$ cat config.mk
export PLATFORM = sky130hd
export DESIGN_NAME = interval_room_allocator_flat
export DESIGN_NICKNAME = d
export VERILOG_FILES = /design/src/hw/rtl/ira_pkg.sv /design/src/hw/rtl/ira_if.sv /design/src/hw/rtl/ira_front.sv /design/src/hw/rtl/ira_back.sv /design/src/hw/rtl/interval_room_allocator.sv /design/src/flat_wrapper.sv
export SDC_FILE = /design/constraint.sdc
export NUM_CORES = 2
export LEC_CHECK = 0
export BUFFER_PORTS_ARGS = -buffer_cell sky130_fd_sc_hd__buf_4
export CAP_MARGIN = 40
export CORE_ASPECT_RATIO = 1.25
export CORE_MARGIN = 1
export CORE_UTILIZATION = 37
export CTS_BUF_LIST = sky130_fd_sc_hd__clkbuf_2
export CTS_CLUSTER_SIZE = 24
export DETAILED_ROUTE_END_ITERATION = 6
export PLACE_DENSITY = 0.63
export SLEW_MARGIN = 20
export SYNTH_ARGS = -nofsm -noshare
export SYNTH_HDL_FRONTEND = slang
export SYNTH_SLANG_ARGS = --single-unit
$ cat constraint.sdc
create_clock -name clk -period 6.1 [get_ports clk]
set_input_delay 1.83 -clock clk [delete_from_list [all_inputs] [get_ports clk]]
set_output_delay 1.83 -clock clk [all_outputs]
set_load 0.005 [all_outputs]
$ cat src/hw/rtl/ira_pkg.sv
// Package for the interval room allocator: request word type, queue sizing,
// default room count. No dependencies.
`timescale 1ns / 1ps

package ira_pkg;

  localparam int ROOM_COUNT_DEFAULT = 64;

  localparam int TIME_W = 32;
  localparam int ID_W   = 16;
  localparam int ROOM_W = 7;

  // Request queue between front and back
  localparam int QUEUE_DEPTH = 2;
  localparam int QUEUE_PTR_W = $clog2(QUEUE_DEPTH);
  localparam int QUEUE_CNT_W = $clog2(QUEUE_DEPTH + 1);

  typedef struct packed {
    logic [TIME_W-1:0] arrival_time;
    logic [TIME_W-1:0] departure_time;
    logic [ID_W-1:0]   customer_id;
  } req_t;

  // Head of the request queue as seen by the back part
  typedef struct packed {
    logic valid;
    req_t req;
  } queue_head_t;

endpackage

$ cat src/hw/rtl/ira_if.sv
// Channel interfaces of the interval room allocator: request and result words.
// Depends on ira_pkg.
`timescale 1ns / 1ps

interface ira_req_if;
  logic                        valid;
  logic                        ready;
  logic [ira_pkg::TIME_W-1:0]  arrival_time;
  logic [ira_pkg::TIME_W-1:0]  departure_time;
  logic [ira_pkg::ID_W-1:0]    customer_id;

  modport source (output valid, arrival_time, departure_time, customer_id, input ready);
  modport sink   (input valid, arrival_time, departure_time, customer_id, output ready);
endinterface

interface ira_res_if;
  logic                        valid;
  logic                        ready;
  logic [ira_pkg::ID_W-1:0]    result_id;
  logic [ira_pkg::ROOM_W-1:0]  room_number;
  logic [ira_pkg::ROOM_W-1:0]  rooms_opened;
  logic                        overflow;

  modport source (output valid, result_id, room_number, rooms_opened, overflow, input ready);
  modport sink   (input valid, result_id, room_number, rooms_opened, overflow, output ready);
endinterface

$ cat src/hw/rtl/ira_front.sv
// Front part: accepts request words into a short queue for the back part.
// Depends on ira_pkg and ira_if.
`timescale 1ns / 1ps

module ira_front (
  input  logic                 clk,
  input  logic                 rst,
  ira_req_if.sink              req,
  output ira_pkg::queue_head_t head,
  input  logic                 pop
);

  ira_pkg::req_t                   slots [ira_pkg::QUEUE_DEPTH];
  logic [ira_pkg::QUEUE_PTR_W-1:0] wr_ptr;
  logic [ira_pkg::QUEUE_PTR_W-1:0] rd_ptr;
  logic [ira_pkg::QUEUE_CNT_W-1:0] count;
  logic                            push;
  logic                            do_pop;

  assign req.ready = (count != ira_pkg::QUEUE_CNT_W'(ira_pkg::QUEUE_DEPTH));
  assign push      = req.valid && req.ready;
  assign do_pop    = pop && (count != '0);

  assign head.valid = (count != '0);
  assign head.req   = slots[rd_ptr];

  function automatic logic [ira_pkg::QUEUE_PTR_W-1:0] wrap_inc(
    input logic [ira_pkg::QUEUE_PTR_W-1:0] p
  );
    if (p == ira_pkg::QUEUE_PTR_W'(ira_pkg::QUEUE_DEPTH - 1)) begin
      return '0;
    end
    return p + ira_pkg::QUEUE_PTR_W'(1);
  endfunction

  // Payload slots, no reset
  always_ff @(posedge clk) begin
    if (push) begin
      slots[wr_ptr] <= '{arrival_time:   req.arrival_time,
                         departure_time: req.departure_time,
                         customer_id:    req.customer_id};
    end
  end

  always_ff @(posedge clk) begin
    if (rst) begin
      wr_ptr <= '0;
      rd_ptr <= '0;
      count  <= '0;
    end else begin
      if (push) begin
        wr_ptr <= wrap_inc(wr_ptr);
      end
      if (do_pop) begin
        rd_ptr <= wrap_inc(rd_ptr);
      end
      case ({push, do_pop})
        2'b10:   count <= count + ira_pkg::QUEUE_CNT_W'(1);
        2'b01:   count <= count - ira_pkg::QUEUE_CNT_W'(1);
        default: count <= count;
      endcase
    end
  end

endmodule

$ cat src/hw/rtl/ira_back.sv
// Back part: scans the room departure memory for one request, assigns a room
// and holds the result word. Depends on ira_pkg and ira_if.
`timescale 1ns / 1ps

module ira_back #(
  parameter int ROOM_COUNT = ira_pkg::ROOM_COUNT_DEFAULT
) (
  input  logic                 clk,
  input  logic                 rst,
  input  ira_pkg::queue_head_t head,
  output logic                 pop,
  ira_res_if.source            res
);

  localparam int IDX_W = $clog2(ROOM_COUNT);
  localparam int CNT_W = $clog2(ROOM_COUNT + 1);

  typedef enum logic [2:0] {
    ST_IDLE   = 3'b001,
    ST_SCAN   = 3'b010,
    ST_FINISH = 3'b100
  } state_t;

  state_t                      state;
  ira_pkg::req_t               cur;
  logic [CNT_W-1:0]            open_count;
  logic [CNT_W-1:0]            issue_idx;
  logic                        issuing;
  logic                        cmp_valid;
  logic [IDX_W-1:0]            cmp_idx;
  logic [ira_pkg::TIME_W-1:0]  rd_data;
  logic                        found;
  logic [IDX_W-1:0]            best_idx;
  logic [ira_pkg::TIME_W-1:0]  best_dep;
  logic                        hit;
  logic                        out_valid;
  logic                        out_free;
  logic                        load_out;
  logic                        can_open;
  logic                        mem_we;
  logic [IDX_W-1:0]            mem_waddr;
  logic [CNT_W-1:0]            room_sel;
  logic [CNT_W-1:0]            open_count_next;

  logic [ira_pkg::TIME_W-1:0]  mem [ROOM_COUNT];

  assign pop      = (state == ST_IDLE) && head.valid;
  assign issuing  = (state == ST_SCAN) && (issue_idx < open_count);
  assign hit      = cmp_valid && (rd_data < cur.arrival_time) &&
                    (!found || (rd_data >= best_dep));
  assign out_free = !out_valid || res.ready;
  assign load_out = (state == ST_FINISH) && out_free;
  assign can_open = (open_count < CNT_W'(ROOM_COUNT));
  assign mem_we   = load_out && (found || can_open);
  assign mem_waddr = found ? best_idx : open_count[IDX_W-1:0];

  always_comb begin
    open_count_next = open_count;
    if (found) begin
      room_sel = CNT_W'(best_idx) + CNT_W'(1);
    end else if (can_open) begin
      open_count_next = open_count + CNT_W'(1);
      room_sel        = open_count + CNT_W'(1);
    end else begin
      room_sel = '0;
    end
  end

  // Departure memory: one read port for the scan, one write port at finish
  always_ff @(posedge clk) begin
    if (mem_we) begin
      mem[mem_waddr] <= cur.departure_time;
    end
    if (issuing) begin
      rd_data <= mem[issue_idx[IDX_W-1:0]];
    end
  end

  // Working payload registers
  always_ff @(posedge clk) begin
    if (pop) begin
      cur <= head.req;
    end
    cmp_idx <= issue_idx[IDX_W-1:0];
    if (hit) begin
      best_idx <= cmp_idx;
      best_dep <= rd_data;
    end
    if (load_out) begin
      res.result_id    <= cur.customer_id;
      res.room_number  <= ira_pkg::ROOM_W'(room_sel);
      res.rooms_opened <= ira_pkg::ROOM_W'(open_count_next);
      res.overflow     <= !found && !can_open;
    end
  end

  always_ff @(posedge clk) begin
    if (rst) begin
      state      <= ST_IDLE;
      open_count <= '0;
      issue_idx  <= '0;
      cmp_valid  <= 1'b0;
      found      <= 1'b0;
      out_valid  <= 1'b0;
    end else begin
      // Load a new result word, or drop the held one once it is taken
      out_valid <= load_out || (out_valid && !res.ready);
      case (state)
        ST_IDLE: begin
          if (head.valid) begin
            found     <= 1'b0;
            issue_idx <= '0;
            cmp_valid <= 1'b0;
            state     <= ST_SCAN;
          end
        end
        ST_SCAN: begin
          cmp_valid <= issuing;
          if (issuing) begin
            issue_idx <= issue_idx + CNT_W'(1);
          end
          if (hit) begin
            found <= 1'b1;
          end
          if (!issuing && !cmp_valid) begin
            state <= ST_FINISH;
          end
        end
        ST_FINISH: begin
          if (out_free) begin
            open_count <= open_count_next;
            state      <= ST_IDLE;
          end
        end
        default: state <= ST_IDLE;
      endcase
    end
  end

  assign res.valid = out_valid;

  a_open_bounded: assert property (@(posedge clk) disable iff (rst)
    open_count <= CNT_W'(ROOM_COUNT))
    else $error("open room count beyond room count");

  a_scan_in_open: assert property (@(posedge clk) disable iff (rst)
    issuing |-> (issue_idx < CNT_W'(ROOM_COUNT)))
    else $error("scan reads beyond the room memory");

  a_best_opened: assert property (@(posedge clk) disable iff (rst)
    (state == ST_FINISH && found) |-> (CNT_W'(best_idx) < open_count))
    else $error("chosen room was never opened");

  a_result_from_finish: assert property (@(posedge clk) disable iff (rst)
    $rose(out_valid) |-> $past(state == ST_FINISH))
    else $error("result word raised outside finish");

  a_overflow_room_zero: assert property (@(posedge clk) disable iff (rst)
    (out_valid && res.overflow) |-> (res.room_number == '0))
    else $error("overflow result carries a room");

endmodule

$ cat src/hw/rtl/interval_room_allocator.sv
// Interval room allocator: a queue front end feeding a room scan back end.
// Each request passes from the queue head to the back part, which scans the open
// rooms and then loads the result word; the back part takes no new request until
// it has loaded the result word of the last one. The scan uses the single read
// port of the departure memory and reads one room per cycle.
// Reset: rst (synchronous) empties the queue, zeroes the open room count and
// drops any held result; the departure memory is not cleared.
`timescale 1ns / 1ps

module interval_room_allocator #(
  parameter int ROOM_COUNT = ira_pkg::ROOM_COUNT_DEFAULT
) (
  input  logic      clk,
  input  logic      rst,
  ira_req_if.sink   req,
  ira_res_if.source res
);

  // Head of the request queue and the pop strobe from the back part
  ira_pkg::queue_head_t head;
  logic                 pop;

  // Front: accept request words while the queue has room, even when a
  // result word is still waiting downstream.
  ira_front u_front (
    .clk  (clk),
    .rst  (rst),
    .req  (req),
    .head (head),
    .pop  (pop)
  );

  // Back: take one request, walk the departure of every open room, pick
  // the latest departure strictly below the arrival (higher room on ties),
  // open a new room when none qualifies, flag overflow when all are busy,
  // then hold the result word until the sink takes it.
  ira_back #(
    .ROOM_COUNT (ROOM_COUNT)
  ) u_back (
    .clk  (clk),
    .rst  (rst),
    .head (head),
    .pop  (pop),
    .res  (res)
  );

endmodule
$ cat src/flat_wrapper.sv
// flat-port wrapper written by rule: the top's interface ports become plain ports
module interval_room_allocator_flat 
#(
  parameter int ROOM_COUNT = ira_pkg::ROOM_COUNT_DEFAULT
)
  (clk, rst, req_valid, req_arrival_time, req_departure_time, req_customer_id, req_ready, res_valid, res_result_id, res_room_number, res_rooms_opened, res_overflow, res_ready);
  ira_req_if req_i ();
  ira_res_if res_i ();
  input  logic clk;
  input  logic rst;
  input wire logic [$bits(req_i.valid)-1:0] req_valid;
  input wire logic [$bits(req_i.arrival_time)-1:0] req_arrival_time;
  input wire logic [$bits(req_i.departure_time)-1:0] req_departure_time;
  input wire logic [$bits(req_i.customer_id)-1:0] req_customer_id;
  output wire logic [$bits(req_i.ready)-1:0] req_ready;
  output wire logic [$bits(res_i.valid)-1:0] res_valid;
  output wire logic [$bits(res_i.result_id)-1:0] res_result_id;
  output wire logic [$bits(res_i.room_number)-1:0] res_room_number;
  output wire logic [$bits(res_i.rooms_opened)-1:0] res_rooms_opened;
  output wire logic [$bits(res_i.overflow)-1:0] res_overflow;
  input wire logic [$bits(res_i.ready)-1:0] res_ready;
  assign req_i.valid = req_valid;
  assign req_i.arrival_time = req_arrival_time;
  assign req_i.departure_time = req_departure_time;
  assign req_i.customer_id = req_customer_id;
  assign req_ready = req_i.ready;
  assign res_valid = res_i.valid;
  assign res_result_id = res_i.result_id;
  assign res_room_number = res_i.room_number;
  assign res_rooms_opened = res_i.rooms_opened;
  assign res_overflow = res_i.overflow;
  assign res_i.ready = res_ready;
  interval_room_allocator #(.ROOM_COUNT(ROOM_COUNT)) u_core (.clk(clk), .rst(rst), .req(req_i), .res(res_i));
endmodule
==> flow_summary.json <==
{
  "outcome": "finished with violations",
  "violations": "design-rule violations",
  "p_sw_frac": 0.271,
  "routed_wl_um": 234000,
  "min_period_over_period": 0.699,
  "cts_buffers": 574,
  "startpoint_type": "flop",
  "via_per_inst": 5.31,
  "start_util": 0.373,
  "fin_skew_ps": 251,
  "antenna_left": 0,
  "die-area_sq_um": 254000,
  "dp_hpwl_um": 145000,
  "worstPathArrival_ps": 2430,
  "vias": 46100,
  "whs_ps": 291,
  "synthDominantCellAreaShare": 0.771,
  "finalHoldViolCount": 0,
  "yosys.cell_count.top_type": "edfxtp_1",
  "die-height_um": 563,
  "critPathCaptureType": "output pin",
  "required_ps": 4270,
  "synth_common_cells": "edfxtp_1, mux4_2, nor2_1",
  "synth_top_family_by_area": "multiplexers",
  "cap_violations": 0,
  "hp-class": "input pin to flop",
  "cts.repair.resized": 0,
  "pwr-share-seq": 0.592,
  "synth_edf_count": 2389,
  "synth-xor-area-share": 0.00169,
  "syn-num-nets": 4454,
  "rows": 205,
  "insertion_delay_ps": 1700,
  "p_per_area_nw_per_um2": 330,
  "async_reset_ff_frac": 0,
  "synth-seq-area-share": 0.777,
  "synth_cell_type_count": 56,
  "drt-initial-drc-count": 4764,
  "critical_path_class": "flop to output pin",
  "grt_overflow": 0,
  "yosys-top-cells-area": "edfxtp_1, mux4_2, mux2_2, mux2i_1, ha_1",
  "grt_pass1_vias": 47800,
  "fin_cells": 8696,
  "multiInputGateArea_sq_um": 20100,
  "rsz0062_at_grt": "false",
  "ir_worst_vdd_mv": 0.320,
  "leakagePower_nw": 33.1,
  "dieWidth_um": 451,
  "grt_pass1_wl_um": 334000,
  "synthesis.instances": 4296,
  "cts.sinks": 2419,
  "io_pins": 117,
  "slew-limit-headroom": 0.359,
  "regArea_sq_um": 72400,
  "drt-wirelength-per-cell_um": 26.9,
  "clkTransAtPathRegs_ps": 110,
  "antenna_found_initial": 10,
  "track_usage": 0.182,
  "drive_gt1_frac": 0.359,
  "syn-cell-area_sq_um": 93100,
  "route.detailed.drc": 108,
  "synth_area_per_cell_sq_um": 21.7,
  "cts_tree": "yes",
  "drtPass1Iterations": 7,
  "power.switching_mw": 9.39,
  "finalCriticalPeriod_ps": 4260,
  "n_fill_cell": 21900,
  "synth_compound_area_frac": 0.0241,
  "worstPathMaxFanout": 6,
  "p_int_mw": 25.3,
  "htreeDepth": 6,
  "combPwrFrac": 0.110,
  "yosys_warnings": 0,
  "worstMarginPinSlew_ps": 962,
  "finalSetupViolCount": 0,
  "area.growth.synth_to_final_pct": 12.9,
  "clk_path_buf_depth": 4,
  "ctsRootBufferMaster": "clkbuf_2",
  "postLayoutCellArea_sq_um": 105000,
  "grt_start_max_net_pins": 115,
  "synth_seq_cells": 2419,
  "synth.largest_area_cell": "edfxtp_1",
  "critPathBufInv": 1,
  "muxShareOfSynthArea": 0.156,
  "gp_congestion": 0.900,
  "synth-simple-area-share": 0.0180,
  "slowest_stage": "dfxtp_1",
  "placed_cells": 7717,
  "coreArea_sq_um": 250000,
  "synthAdderAreaFrac": 0.00995,
  "portBuffers": 116,
  "cp_top_family": "flip-flops",
  "setup-tns-final_ps": 0,
  "fmax_mhz": 235,
  "cts_hold_buf": 0,
  "crit_chain": "nand2b_1 > buf_4",
  "pwr-share-clk": 0.298,
  "slowest_delay_ps": 460,
  "finalMaxSlewViolations": 0,
  "synth-main-ff-cell": "edfxtp_1",
  "layout.nets": 5149,
  "dpl_cell_area_sq_um": 99800,
  "postCtsSetupBuffers": 0
}
==> flip-flops by register name (all words and copies together), names as in the netlist <==
register and flops:
u_core.u_back.cur 80, u_core.u_back.cmp_idx 6, u_core.u_back.res.valid 1, u_core.u_front.count 2, u_core.u_back.state 3, u_core.u_back.mem 2048
u_core.u_back.found 1, u_core.u_front.slots 160, u_core.u_back.cmp_valid 1, u_core.u_front.rd_ptr 1, u_core.u_back.best_idx 6, u_core.u_front.wr_ptr 1
u_core.u_back.res.room_number 7, u_core.u_back.rd_data 32, u_core.u_back.best_dep 32, u_core.u_back.issue_idx 7, u_core.u_back.open_count 7, u_core.u_back.res.rooms_opened 7
u_core.u_back.res.overflow 1, u_core.u_back.res.result_id 16
==> final cells by class <==
cell class	count	area share
Sequential cell	2419	0.688
Multi-Input combinational cell	1591	0.191
Tap cell	3312	0.0394
Clock buffer	807	0.0384
Timing Repair Buffer	330	0.0302
Clock inverter	154	0.00991
Inverter	75	0.00270
Antenna cell	8	0.000190
==> power groups by stage <==
stage	clock network, mW	registers [mW]	logic (mW)
floorplan	0	21.8	0.648
CTS	10.7	20.6	3.74
detailed placement	0	20.9	3.73
global placement	0	21.0	3.32
global route	11.4	20.6	4.02
finish	10.3	20.5	3.83
==> final timing paths <==
check	from	to	slack (ps)	depth (start not counted)
worst max-delay path	u_core.u_front.count[0]	req_ready	1840	2
worst max register to register	u_core.u_back.issue_idx[0]	u_core.u_back.rd_data[14]	2220	7
worst min-delay path	req_arrival_time[16]	u_core.u_front.slots[1][64]	290	1
worst min register to register	u_core.u_back.cmp_idx[5]	u_core.u_back.best_idx[5]	330	0
==> cells in the final DEF, fill, tap and decap left out, types with 5 or more instances in the layout <==
cell type | Yosys | layout
o21ai_0 | 16 | 16
nor2_1 | 164 | 98
dfxtp_1 | 30 | 25
o21a_1 | 6 | 6
clkinv_4 | 0 | 5
a22oi_1 | 32 | 32
a21oi_1 | 161 | 161
a21o_1 | 6 | 6
nor2b_1 | 70 | 68
diode_2 | 0 | 8
mux4_2 | 512 | 512
nand4_1 | 10 | 10
a211oi_1 | 65 | 65
clkinv_2 | 0 | 11
nor3_1 | 10 | 10
mux2_2 | 145 | 145
mux2i_1 | 135 | 135
o221ai_1 | 34 | 34
bufinv_16 | 0 | 14
buf_4 | 10 | 279
buf_16 | 0 | 9
buf_12 | 0 | 41
xnor2_1 | 14 | 14
nand3_1 | 28 | 28
ha_1 | 74 | 74
inv_2 | 1 | 10
dfxtp_4 | 0 | 5
inv_1 | 73 | 73
edfxtp_1 | 2389 | 2389
nand2_1 | 44 | 44
or3_1 | 9 | 9
nor2_4 | 0 | 65
clkinv_1 | 1 | 102
clkinvlp_4 | 0 | 8
nand2b_1 | 7 | 6
clkbuf_2 | 0 | 807
a22o_1 | 6 | 6
==> cells by family (layout without fill, tap and decap cells) <==
group	after synthesis	in the layout
buf+inv	286	1366
xor+xnor	18	18
compound gates	350	350
other cells	0	8
mux	792	792
simple gates	357	357
fa+ha+maj	74	74
flops	2419	2419
==> layer usage <==
layer | track usage | vias to the layer above | wire length (um)
li1 | - | 19600 | -
met1 | 0.229 | 24200 | 90600
met2 | 0.307 | 1954 | 118000
met3 | 0.0370 | 384 | 17300
met4 | 0.0719 | 0 | 8190
met5 | 0 | - | 0
==> per-stage QoR <==
stage                util  setup slack, ps  total power [mW]
floorplan               -              322              22.4
global placement    0.397             1650              24.3
detailed placement  0.400             1670              24.7
CTS                 0.420             1700              35.0
global route        0.421             1660              36.0
finish              0.421             1840              34.7
(Power assumes the default switching activity.)
